**src/rtl/rtch_queue.sv**
```systemverilog
// rtch_queue: small register FIFO between front and back end.
// No dependencies.
module rtch_queue #(
  parameter int WIDTH = 8,
  parameter int DEPTH = 2
) (
  input  logic             clk,
  input  logic             rst,
  input  logic             wr_valid,
  output logic             wr_ready,
  input  logic [WIDTH-1:0] wr_data,
  output logic             rd_valid,
  input  logic             rd_pop,
  output logic [WIDTH-1:0] rd_data
);

  localparam int AW = $clog2(DEPTH);

  logic [WIDTH-1:0] mem [DEPTH];
  logic [AW-1:0]    wp, rp;
  logic [AW:0]      count;
  logic             do_wr, do_rd;

  assign wr_ready = count != (AW+1)'(DEPTH);
  assign rd_valid = count != '0;
  assign rd_data  = mem[rp];
  assign do_wr    = wr_valid && wr_ready;
  assign do_rd    = rd_pop && rd_valid;

  always_ff @(posedge clk) begin
    if (do_wr) mem[wp] <= wr_data;
  end

  always_ff @(posedge clk) begin
    if (rst) begin
      wp <= '0;
      rp <= '0;
      count <= '0;
    end else begin
      if (do_wr) wp <= (wp == AW'(DEPTH - 1)) ? '0 : wp + 1'b1;
      if (do_rd) rp <= (rp == AW'(DEPTH - 1)) ? '0 : rp + 1'b1;
      if (do_wr && !do_rd) count <= count + 1'b1;
      else if (do_rd && !do_wr) count <= count - 1'b1;
    end
  end

endmodule

```
**config.mk**
```make
export PLATFORM = sky130hd
export DESIGN_NAME = rtch_queue
export DESIGN_NICKNAME = d
export VERILOG_FILES = /design/src/rtl/rtch_queue.sv
export SDC_FILE = /design/constraint.sdc
export NUM_CORES = 1
export LEC_CHECK = 0
export CORE_MARGIN = 5
export CORE_UTILIZATION = 56
export DETAILED_ROUTE_END_ITERATION = 6
export DONT_BUFFER_PORTS = 1
export PLACE_DENSITY = 0.71
export REMOVE_ABC_BUFFERS = 1
export SYNTH_ARGS = -nofsm -noshare
export SYNTH_HDL_FRONTEND = slang
export SYNTH_SLANG_ARGS = --single-unit
```
**constraint.sdc**
```tcl
create_clock -name clk -period 1.8 [get_ports clk]
set_input_delay 0.36 -clock clk [delete_from_list [all_inputs] [get_ports clk]]
set_output_delay 0.36 -clock clk [all_outputs]
set_load 0.005 [all_outputs]
```
Word level (Yosys, flattened, before mapping)
Memories as Yosys holds them, arrays and structs flattened. A register that Yosys moved wholly into a read port is not among the register bits.
Index checks and enable logic that the tools add are counted.
{ "classes": {"add_sub_neg": 4, "eq_ne": 1, "n_mux": 8, "n_reduce_logical": 8} }
{ "op_table": {"columns": ["operator", "count"], "rows": [
  ["$mux 1", 6],
  ["$logic_and 1x1->1", 4],
  ["$mux 2", 2],
  ["$reduce_bool 2->1", 2],
  ["$add 1x1->1 const B", 2],
  ["$add 2x1->2 const B", 1],
  ["$logic_not 1->1", 2],
  ["$ne 2x2->1 const B", 1],
  ["$sub 2x1->2 const B", 1]
]} }
{ "totals": {"regBits": 4, "ramBits": 16, "input_bits": 12, "output_inout_bits": 10, "word_cells": 25, "memories": 1} }
{ "memory_table": {"columns": ["memory", "depth", "word_bits", "rd", "rd_clocked_by_memory_dff", "wr", "line", "rtl"], "rows": [
  ["mem", 2, 8, 1, 1, 1, "19", "logic [WIDTH-1:0] mem [DEPTH];"]
]} }

Longest topological paths before layout
{ "depth": {"depth_word": 6, "ltp_mapped": 6, "depth_no_buf": 6} }

Worst setup path after synthesis
Ideal clock, no wire load.
{ "synth_timing": {"path_kind": "register to register", "start": "register count[0]", "end": "register count[1]", "setup_time_ns": 0.070, "arrival_ns": 1.415, "path_slack_ns": 0.315, "path_stages_with_launch": 6, "path_buffers": 0, "synth_period_minus_slack_ns": 1.485, "path_cell_list": "dfxtp_1 > nand2b_4 > and2_1 > ha_1 > or3_1 > a21oi_1"} }
{ "synth_between": {"elab_chain_cells": 5, "word_cells_on_any_way": 13, "cone_classes": "add/sub: 2; eq/ne: 1; mux: 2; reduce/logical: 8"} }
{ "synth_rtl": {"columns": ["item", "line", "rtl"], "rows": [
  ["from (decl)", "21", "logic [AW:0] count;"],
  ["from (signal assigned)", "42", "if (do_wr && !do_rd) count <= count + 1'b1;"],
  ["from (signal assigned)", "43", "else if (do_rd && !do_wr) count <= count - 1'b1;"],
  ["$ne 2x2->1 (*)", "24", "assign wr_ready = count != (AW+1)'(DEPTH);"],
  ["net wr_ready", "10", "output logic wr_ready,"],
  ["$logic_and 1x1->1 (*)", "27", "assign do_wr = wr_valid && wr_ready;"],
  ["$logic_not 1->1", "43", null],
  ["$logic_and 1x1->1", "43", null],
  ["$reduce_bool 2->1 (no line)", null, null]
]} }
The timed path passes the listed nets; every way through them passes the cells marked *. The select of a mux whose other input is x is not followed.
A chain may end at the register's enable or synchronous reset.

Worst setup path after layout
Ends and elaborated chain as after synthesis.

==> impl_metrics.yaml <==
run_status:
  status: "completed"
sta:
  maxSlewHeadroom_pct: 77.1
  hold_viol: 0
  report.final.setup_viol: 0
  post-route-min-period_ns: 1.60
  fin_ws_ns: 0.201
  tightest_slew_ns: 0.344
  rsz0062_at_grt: "no"
  slew_viol_final: 0
  period_share_pct: 88.8
  tns_ns: 0
  fmax_mhz: 625
  skew_ns: 0.00219
logic_synthesis:
  synth_area_leader_cell: "edfxtp_1"
  yosysTopAreaCellShare_pct: 59.6
  ys_seq_area_share_pct: 72.0
  synth_compound_area_share_pct: 3.73
  synthCells: 49
  syn_area_per_cell_um2: 16.4
  yosysMostFrequentCell: "edfxtp_1"
  muxShareOfSynthArea_pct: 11.2
  yosys_warnings: 0
  synth_top_family_by_area: "multiplexers"
  netlist_area_um2: 806
  synth_enable_flop_cells: 16
  synth_flop_cell: "edfxtp_1"
  ys_top_cells_by_area: "edfxtp_1, dfxtp_1, mux2_2"
  yosys.area_share.simple_pct: 7.14
  synth_seq_cells: 21
  ys_top_cells_by_count: "edfxtp_1, mux2_2, dfxtp_1"
  synth_xor_area_share_pct: 3.26
  synthAdderAreaFrac_pct: 1.55
  async_flop_share_pct: 0
  synth_cell_types: 17
detailed_routing:
  wirelength_mm: 1.14
  drtAntennaViolNets: 0
  post_drt_wl_per_cell_um: 17.0
  wl_met1_um: 397
  drtIter0Drc: 3
  met3_length_um: 117
  drc: 0
  top_layer: "met4"
  vias: 400
  dr_wl_met2_um: 612
  drt-pass1-iter-count: 3
  vias_per_cell: 5.97
power_and_ir_drop:
  clkPwrFrac_pct: 18.1
  power.switching_uw: 327
  p_leak_nw: 0.303
  irDropWorstVdd_mv: 0.850
  power_density_nw_per_um2: 1380
  power.share.sequential_pct: 58.1
  p_int_uw: 842
  swShare_pct: 28.0
  pwr-share-comb_pct: 23.8
final_layout:
  area_growth_pct: 5.12
  final_layout_size_suffix_gt1_share_pct: 28.8
  finalNetCount: 66
  antennaDiodeCount: 0
clock_network:
  post_cts_buffers: 0
  clock_latency_ns: 0.29
  ctsHoldBuffers: 0
  ctsHtreeMaxLevel: 1
  cts_tree: "done"
  clock-sinks: 21
  cts_buffer_depth: 2
  cts_resized: 0
  path_clk_slew_ns: 0.11
  numCtsBuffers: 3
  root_buffer: "clkbuf_4"
setup_path:
  critPathLaunchType: "register"
  critPathMaxFanout: 5
  required_ns: 2.03
  reg2regPathDepth: 5
  critPathCaptureType: "register"
  cp_data_arrival_time_ns: 1.83
  crit_type: "reg2reg"
floorplanning:
  coreArea_um2: 1330
  ios: 22
  die_y_um: 47.9
  die_w_um: 47.9
  num_rows: 13
  start_util_pct: 60.4
  die-area_um2: 2300
grt:
  first_global_vias: 404
  grtUsageTotal_pct: 12.0
  grt_max_degree: 13
  grt_overflow_total: 0
  grt_pass1_wl_mm: 1.86
  antenna_found_initial: 0
placement:
  gp_congestion: 0.715
  pre_cts_ws_ns: 0.225
  port_buffers: 0
  hpwl_um: 850
run:
  drv_cap: 0
worst_hold_path:
  worstHoldPathCells: 1
  hp-class: "in2reg"
## power by group through the flow
| stage | sequential, mW | combinational, mW | clock, mW |
|---|---|---|---|
| finish | 0.680 | 0.278 | 0.211 |
| global placement | 0.684 | 0.266 | 0 |
| global route | 0.693 | 0.313 | 0.233 |
| CTS | 0.681 | 0.284 | 0.214 |
| detailed placement | 0.692 | 0.281 | 0 |
| floorplan | 0.674 | 0.239 | 0 |
## cells in the final DEF, fill, tap and decap left out, drive strengths merged
master	Yosys	routed
dfxtp	5	5
ha	1	1
clkbuf	0	3
or2	1	1
and2	1	1
nand3b	1	1
or3	1	1
nand2b	1	1
xor2	3	3
mux2	8	8
o21ai	2	2
a21bo	1	1
clkinv	0	1
edfxtp	16	16
and3	1	1
a21oi	2	2
inv	1	1
nor2	3	3
## sequential cells by signal (all words and copies together) (netlist names), named ones only
signal / count
mem: 16
wp: 1
count: 2
rp: 1
## cells by family (layout without fill, tap and decap cells)
kind of cell,Yosys count,after routing
XOR/XNOR,3,3
multiplexers,8,8
buffers and inverters,2,5
adder cells (fa/ha/maj),1,1
AND/OR/NAND/NOR,9,9
flip-flops,21,21
AO/OA/AOI/OAI,5,5
## area by class of cell
cell class                      instances  area (um^2)
Clock inverter                          1         5.00
Sequential cell                        21          581
Inverter                                1         3.75
Multi-Input combinational cell         26          216
Clock buffer                            3         22.5
Fill cell                              95          487
Tap cell                               15         18.8
## metal layers
layer | track usage (%) | up-vias
li1 | - | 185
met2 | 21.9 | 16
met3 | 5.64 | 2
met4 | 3.23 | 0
met1 | 12.2 | 197
met5 | 0 | -
## metrics by stage
step	area [um^2]	hold slack [ns]	total power, mW	util [%]	instances
5_1_grt	847	0.111	1.24	63.5	67
3_3_place_gp	820	0.431	0.949	61.4	63
4_1_cts	847	0.115	1.18	63.5	67
3_5_place_dp	820	0.435	0.973	61.4	63
6_report	847	0.120	1.17	63.5	67
2_1_floorplan	801	0.429	0.914	-	48
## worst max-delay path: stages, from the launching register on
cell	delay [ns]
dfxtp_1	0.37
nand2b_4	0.18
and2_1	0.16
ha_1	0.31
or3_1	0.38
a21oi_1	0.14
## final timing paths
| check | startpoint | to | slack [ns] |
|---|---|---|---|
| max | count[0] | count[1] | 0.20 |
| min | rst | wp | 0.12 |
| max reg2reg | count[0] | count[1] | 0.20 |
| min reg2reg | rp | rp | 0.55 |
Power figures use the tool's default switching activity.
