===== src/rtl/rtch_pkg.sv =====
// rtch_pkg: shared types and constants for the ray/triangle closest-hit block.
// No dependencies; imported by the front, back and top level.
package rtch_pkg;

  // Quotient bits produced by the back-end divider and fraction bits of results
  localparam int DIV_STEPS = 34;
  localparam int FRAC_BITS = 16;

  // Per-triangle sideband carried alongside the arithmetic
  typedef struct packed {
    logic               first;
    logic               last;
    logic signed [31:0] near_lim;
    logic signed [31:0] far_lim;
    logic [15:0]        index;
  } side_t;

endpackage


===== src/rtl/rtch_back.sv =====
// rtch_back: restoring divider for t, u, v, closest-hit keeping and result register.
// Depends on rtch_pkg.
module rtch_back
  import rtch_pkg::*;
#(
  parameter int DW         = 69,
  parameter int INDEX_BITS = 16
) (
  input  logic               clk,
  input  logic               rst,
  input  logic               q_valid,
  output logic               q_pop,
  input  side_t              q_side,
  input  logic [DW-1:0]      q_det,
  input  logic [DW-1:0]      q_un,
  input  logic [DW-1:0]      q_vn,
  input  logic [DW-1:0]      q_tmag,
  input  logic               q_tneg,
  input  logic               q_cand,
  output logic               empty,
  input  logic               pop,
  output logic               hit_found,
  output logic signed [31:0] hit_distance,
  output logic [16:0]        bary_u,
  output logic [16:0]        bary_v,
  output logic [15:0]        hit_index
);

  localparam int CW = $clog2(DIV_STEPS);
  localparam int TW = DIV_STEPS + 2;
  localparam int SH = DIV_STEPS - FRAC_BITS;
  localparam logic [15:0] IDX_MASK =
    (INDEX_BITS >= 16) ? 16'hFFFF : 16'((32'd1 << INDEX_BITS) - 32'd1);

  typedef enum logic [2:0] {
    ST_IDLE = 3'b001,
    ST_DIV  = 3'b010,
    ST_FIN  = 3'b100
  } back_state_t;

  back_state_t state;
  side_t       cur;
  logic [DW-1:0]        det;
  logic                 cand, tneg;
  logic [CW-1:0]        cnt;
  // lane 0: t, lane 1: u, lane 2: v
  logic [DW-1:0]        rem [3];
  logic [DIV_STEPS-1:0] dvd [3], quo [3];
  logic [DW:0]          trial [3];
  logic                 take [3];

  logic signed [31:0]   bound, best_dist;
  logic [16:0]          best_u, best_v;
  logic [15:0]          best_index;
  logic                 any_hit, out_valid;

  always_comb begin
    for (int k = 0; k < 3; k++) begin
      trial[k] = {rem[k], dvd[k][DIV_STEPS-1]};
      take[k]  = trial[k] >= {1'b0, det};
    end
  end

  // t = -(q + (rem != 0)) when negative, floor rounding
  logic signed [TW-1:0] tq_pos, tq;
  logic                 hit, fin_go;
  assign tq_pos = TW'(quo[0]) + TW'(rem[0] != '0);
  assign tq     = tneg ? -tq_pos : TW'(quo[0]);
  assign hit    = cand && (tq >= TW'(cur.near_lim)) && (tq <= TW'(bound));
  assign fin_go = (state == ST_FIN) && (!cur.last || !out_valid || pop);
  assign q_pop  = (state == ST_IDLE) && q_valid;

  always_ff @(posedge clk) begin
    if (rst) begin
      state <= ST_IDLE;
      cnt <= '0;
      bound <= '0;
      best_dist <= '0;
      best_u <= '0;
      best_v <= '0;
      best_index <= '0;
      any_hit <= 1'b0;
    end else begin
      unique case (state)
        ST_IDLE: begin
          if (q_valid) begin
            cur  <= q_side;
            det  <= q_det;
            cand <= q_cand;
            tneg <= q_tneg;
            cnt  <= '0;
            rem[0] <= q_tmag >> SH;
            rem[1] <= q_un >> SH;
            rem[2] <= q_vn >> SH;
            dvd[0] <= DIV_STEPS'({q_tmag, {FRAC_BITS{1'b0}}});
            dvd[1] <= DIV_STEPS'({q_un, {FRAC_BITS{1'b0}}});
            dvd[2] <= DIV_STEPS'({q_vn, {FRAC_BITS{1'b0}}});
            for (int k = 0; k < 3; k++) quo[k] <= '0;
            if (q_side.first) begin
              bound <= q_side.far_lim;
              best_dist <= '0;
              best_u <= '0;
              best_v <= '0;
              best_index <= '0;
              any_hit <= 1'b0;
            end
            state <= q_cand ? ST_DIV : ST_FIN;
          end
        end
        ST_DIV: begin
          for (int k = 0; k < 3; k++) begin
            rem[k] <= take[k] ? DW'(trial[k] - {1'b0, det}) : DW'(trial[k]);
            dvd[k] <= dvd[k] << 1;
            quo[k] <= {quo[k][DIV_STEPS-2:0], take[k]};
          end
          cnt <= cnt + 1'b1;
          if (cnt == CW'(DIV_STEPS - 1)) state <= ST_FIN;
        end
        ST_FIN: begin
          if (fin_go) begin
            if (hit) begin
              bound <= tq[31:0];
              best_dist <= tq[31:0];
              best_u <= quo[1][16:0];
              best_v <= quo[2][16:0];
              best_index <= cur.index & IDX_MASK;
              any_hit <= 1'b1;
            end
            state <= ST_IDLE;
          end
        end
        default: state <= ST_IDLE;
      endcase
    end
  end

  // result register; a new result may load in the cycle the old one is taken
  always_ff @(posedge clk) begin
    if (rst) begin
      out_valid <= 1'b0;
    end else if (fin_go && cur.last) begin
      out_valid <= 1'b1;
    end else if (pop) begin
      out_valid <= 1'b0;
    end
  end

  always_ff @(posedge clk) begin
    if (fin_go && cur.last) begin
      hit_found    <= hit || any_hit;
      hit_distance <= hit ? tq[31:0] : best_dist;
      bary_u       <= hit ? quo[1][16:0] : best_u;
      bary_v       <= hit ? quo[2][16:0] : best_v;
      hit_index    <= hit ? (cur.index & IDX_MASK) : best_index;
    end
  end

  assign empty = !out_valid;

endmodule


===== config.mk =====
export PLATFORM = sky130hd
export DESIGN_NAME = rtch_back
export DESIGN_NICKNAME = d
export VERILOG_FILES = /design/src/rtl/rtch_pkg.sv /design/src/rtl/rtch_back.sv
export SDC_FILE = /design/constraint.sdc
export NUM_CORES = 2
export LEC_CHECK = 0
export ABC_AREA = 1
export BUFFER_PORTS_ARGS = -buffer_cell sky130_fd_sc_hd__buf_2
export CAP_MARGIN = 20
export CORE_UTILIZATION = 50
export DETAILED_ROUTE_END_ITERATION = 10
export PLACE_DENSITY = 0.72
export SLEW_MARGIN = 20
export SYNTH_ARGS = -nofsm -noshare
export SYNTH_HDL_FRONTEND = slang
export SYNTH_SLANG_ARGS = --single-unit
export TNS_END_PERCENT = 50

===== constraint.sdc =====
create_clock -name clk -period 24.1 [get_ports clk]
set_input_delay 2.41 -clock clk [delete_from_list [all_inputs] [get_ports clk]]
set_output_delay 2.41 -clock clk [all_outputs]
set_load 0.05 [all_outputs]

# Word-level counts from Yosys, hierarchy flattened
# Memories as Yosys holds them, arrays and structs flattened.
# Cells that the tools add are included.
[classes]
reduce_logical = 19
mux = 57
n_bitwise = 10
eq_ne = 9
order_cmp = 5
add_sub_neg = 6
[ops]
columns = ["operator", "n"]
rows = [
  ["$mux 69", 6],
  ["$mux 32", 8],
  ["$ge 70x69->1", 3],
  ["$sub 69x69->69", 3],
  ["$pmux 32 s2", 2],
  ["$mux 17", 6],
  ["$mux 34", 3],
  ["$mux 33", 3],
  ["$reduce_bool 69->1", 1],
  ["$pmux 17 s2", 2],
  ["$mux 16", 4],
  ["$ge 36x32->1", 1],
  ["$le 36x32->1", 1],
  ["$mux 36", 1],
  ["$neg 35->36", 1],
  ["$add 34x1->35", 1],
  ["$pmux 16 s2", 1],
  ["$mux 1", 13],
  ["$mux 3", 4],
  ["$pmux 6 s2", 1],
  ["$ne 2x2->1 const B", 5],
  ["$or 1x1->1", 9],
  ["$pmux 3 s3", 1],
  ["$add 6x1->6 const B", 1],
  ["15 further kinds", 25],
]
[word_totals]
ram_bits = 408
regBits = 328
word_cells = 129
in_bits = 364
output_inout_bits = 85
mem_count = 3
[memory_table]
columns = ["memory", "words", "width", "read_ports", "rd_clocked_by_memory_dff", "write_ports", "line_no", "rtl"]
rows = [
  ["rem", 3, 69, 3, 0, 3, "rtch_back.sv:47", "logic [DW-1:0] rem [3];"],
  ["quo", 3, 34, 3, 0, 3, "rtch_back.sv:48", "logic [DIV_STEPS-1:0] dvd [3], quo [3];"],
  ["dvd", 3, 33, 3, 0, 3, "rtch_back.sv:48", ""],
]

# Logic depth before layout (Yosys ltp)
# An unclocked memory read counts as a cell.
[depth]
ltp_word = 11
ltp_mapped = 39

# Worst setup path before layout
# No wires, ideal clock.
[synth_timing]
path_kind = "input port to flip-flop"
start = "input port q_valid"
end = "memory dvd[0][15] in the netlist's numbering (enable)"
slack_ns = 6.465
path_buffers = 0
t_arrival_ns = 16.607
path_stages = 4
path_cell_list = "nand2_1 > inv_1 > nor2_1 > nor2_1"
[synth_lines]
columns = ["item", "line_no", "rtl"]
rows = [
  ["start: declaration", "rtch_back.sv:11", "input logic q_valid,"],
  ["end: declaration", "rtch_back.sv:48", ""],
]

==> impl_metrics.yaml <==
synthesis:
  largest_cells_by_area_after_synthesis: "edfxtp_1, nand2_1, ha_1"
  synth-edff-count: 532
  register_area_share_after_synthesis_pct: 36.84
  synth-xor-area-share_pct: 2.689
  synth-simple-area-share_pct: 30.68
  synth_cell_type_count: 53
  ys_seq_elements: 657
  synthArstFlopShare_pct: 0
  primary_ff_master_synth: "edfxtp_1"
  synth_compound_area_share_pct: 11.68
  synthDominantCellAreaShare_pct: 31.85
  yosysWarnings: 0
  synth_top_family_by_area: "simple AND/OR/NAND/NOR gates"
  synth_top_cell_by_area: "edfxtp_1"
  postSynthNetCount: 7812
  synth.avg_cell_area_sq_um: 7.039
  muxShareOfSynthArea_pct: 0.01996
  synthesis.area_sq_mm: 0.05016
  post_synth_fa_ha_maj_area_fraction_pct: 8.077
  post_synth_inst_count: 7126
place:
  detailedPlacementHpwl_um: 165600
  gp_congestion: 1.073
  placed_cells_incl_taps: 8702
  dp_worst_setup_slack_ps: 16510
  port_buffers: 448
critical_path:
  crit_slowest_cell: "nand2_2"
  setup.worst_path.start_class: "register"
  arrival_ps: 8360
  rrSetupSlack_ps: 16320
  rr_worst_depth: 33
  worst-setup-path-type: "reg2reg"
  data_required_time_of_the_critical_path_ps: 24690
  cp_max_fo: 41
  end_kind: "register"
  timing.critical_path.slowest_cell_delay_ps: 790
  worstReg2RegStart: "rem[0][54]"
  crit-reg2reg-capture: "bound[31]"
final_layout:
  layout_common_cells: "nand2_1, inv_1, nor2_1"
  final_common_cell: "nand2_1"
  layout.filler_cells: 9593
  final_cells: 8847
  fin_nets: 8177
  utilization_pct: 56.67
  share_of_final_layout_standard_cells_stronger_than_drive_strength_1_pct: 9.085
  flow.area_growth_from_synthesis_pct: 11.69
timing:
  fin_crit_sh_pct: 32.27
  final_slew_viol_count: 0
  final_hold_viol_count: 0
  setup-tns-final_ps: 0
  final_critical_path_setup_slack_ps: 16320
  finalSetupViolations: 0
  finalWorstPathRequiredPeriod_ps: 7776
  worst_pin_slew_ps: 1185
  normalized_max_slew_margin_pct: 20.15
  finClkSkew_ps: 54.61
  maximum_operating_frequency_ghz: 0.1286
  rsz0062_at_grt: "no"
route:
  met3RoutedLength_um: 16280
  drt-total-wl_um: 206300
  drtAntennaViolNets: 0
  detailroute.via_count: 50668
  route.met2.wl_um: 92800
  residual_drc_count: 0
  detail_route.wl_per_cell_um: 23.32
  post_drt_via_cell_ratio: 5.727
  detailedRoute.firstPassIterationCount: 7
  top_metal_used: "met5"
  first_iter_violations: 5393
  wl_met1_um: 81100
floorplan:
  core_area_sq_mm: 0.09885
  die_w_um: 318.7
  ioPinCount: 449
  placementRows: 115
  start_util_pct: 50.74
  die_y_um: 318.7
  die_area_sq_mm: 0.1016
clock_network:
  clock_sinks: 657
  clk-insertion-delay-late_ps: 700
  postCtsSetupBuffers: 0
  cts_buffers: 74
  ctsRootBufferMaster: "clkbuf_16"
  cts_tree: "done"
  clock_tree.htree_level_count: 3
  postCtsHoldBufs: 0
  clk_pin_slew_ps: 60
  worst_case_clock_buffer_depth: 3
  ctsResizeCount: 0
outcome:
  outcome: "completed"
pwr:
  irDropWorstVdd_v: 0.00007612
  leakage_nw: 25.08
  powerDensity_mw_per_mm2: 77.63
global_routing:
  grt_pass1_wl_um: 301000
  track_usage_pct: 39.66
  vias_in_the_first_global_route: 48593
  antenna_violations_before_repair: 15
  grt_max_degree: 117
  gr-total-overflow: 0
worst_hold_path:
  hp-start: "cnt[5]"
  worstHoldPathCells: 2
  worst_hold_path_type: "reg2reg"
  holdPathEnd: "cnt[5]"
flow_run:
  timing.max_cap.violations: 0
worst max-delay path: cells and delay by family, from the launching register on:
kind | cells | cell delay, ps
and+or+nand+nor | 23 | 5040
adders and majority gates | 4 | 1130
AOI/OAI and AO/OA | 3 | 510
buffers and inverters | 2 | 430
DFF | 1 | 410
xor gates and xnor gates | 1 | 160
through the flow:
stage               cell area (sq um)  hold WS [ps]  power [mW]
floorplan                       50160         431.6       2.580
global placement                53360         451.2       3.073
detailed placement              53360         455.2       3.082
CTS                             56000         465.1       4.314
global route                    56010         480.5       4.540
finish                          56020         461.0       4.349
registers in the layout (all words and copies together) (netlist names), 32 cells and up:
| signal | flops |
|---|---|
| rem | 207 |
| det | 69 |
| quo | 68 |
| dvd | 54 |
| cur | 49 |
| best_dist | 32 |
| bound | 32 |
| hit_distance | 32 |
worst max-delay path by stage:
stage               slack (ps)        from  depth (start not counted)         end
floorplan                 6470     q_valid                          4  dvd[0][15]
global placement         16670  rem[0][50]                         35   bound[10]
detailed placement       16510  rem[0][50]                         33   bound[31]
CTS                      16510  rem[0][54]                         35   bound[31]
global route             15890  rem[0][54]                         35    bound[8]
finish                   16320  rem[0][54]                         33   bound[31]
cell usage after synthesis, types with 12 or more instances:
master and n:
nand2_1 1932, o21bai_1 35, a21boi_0 17, a21o_1 22
inv_1 1059, a21oi_1 552, buf_6 21, nand4_1 140
buf_2 27, ha_1 319, and2_1 83, o21ai_0 338
nand2_2 16, edfxtp_1 532, buf_4 16, a31oi_1 16
nand3_1 453, xnor2_1 115, nor2_2 15, nand3b_1 88
dfxtp_1 125, o21a_1 26, inv_2 17, xor2_1 39
clkbuf_1 119, nor3_1 40, o21ai_1 73, nor4_1 41
buf_1 12, nor2_1 793
cell type report:
cell class | instances | area (sq um) | share of cell area (%)
Antenna cell | 9 | 22.52 | 0.04020
Clock buffer | 83 | 1886 | 3.366
Clock inverter | 53 | 750.7 | 1.340
Inverter | 1077 | 4050 | 7.230
Multi-Input combinational cell | 5197 | 26710 | 47.68
Sequential cell | 657 | 18480 | 32.98
Tap cell | 1287 | 1610 | 2.874
Timing Repair Buffer | 484 | 2515 | 4.489
report_power, final:
group | leakage [nW] | internal [mW] | total [mW] | switching (mW)
Sequential | 5.96 | 1.37 | 1.42 | 0.0506
Combinational | 17.8 | 0.487 | 1.70 | 1.21
Clock | 1.28 | 0.707 | 1.23 | 0.528
Total | 25.1 | 2.56 | 4.35 | 1.79
kinds of logic after synthesis:
| group | Yosys count |
|---|---|
| and+or+nand+nor | 3619 |
| buffers and inverters | 1272 |
| AOI/OAI and AO/OA | 1101 |
| DFF | 657 |
| adders and majority gates | 322 |
| xor gates and xnor gates | 154 |
| muxes | 1 |
per-layer routing:
layer  global-route usage, %  up-vias
met5                       0        -
met4                   26.45       10
met3                   5.508      529
met2                   63.76     2532
met1                   49.69    23577
li1                        -    24020
Note: power is estimated with default switching activity, not from simulation.
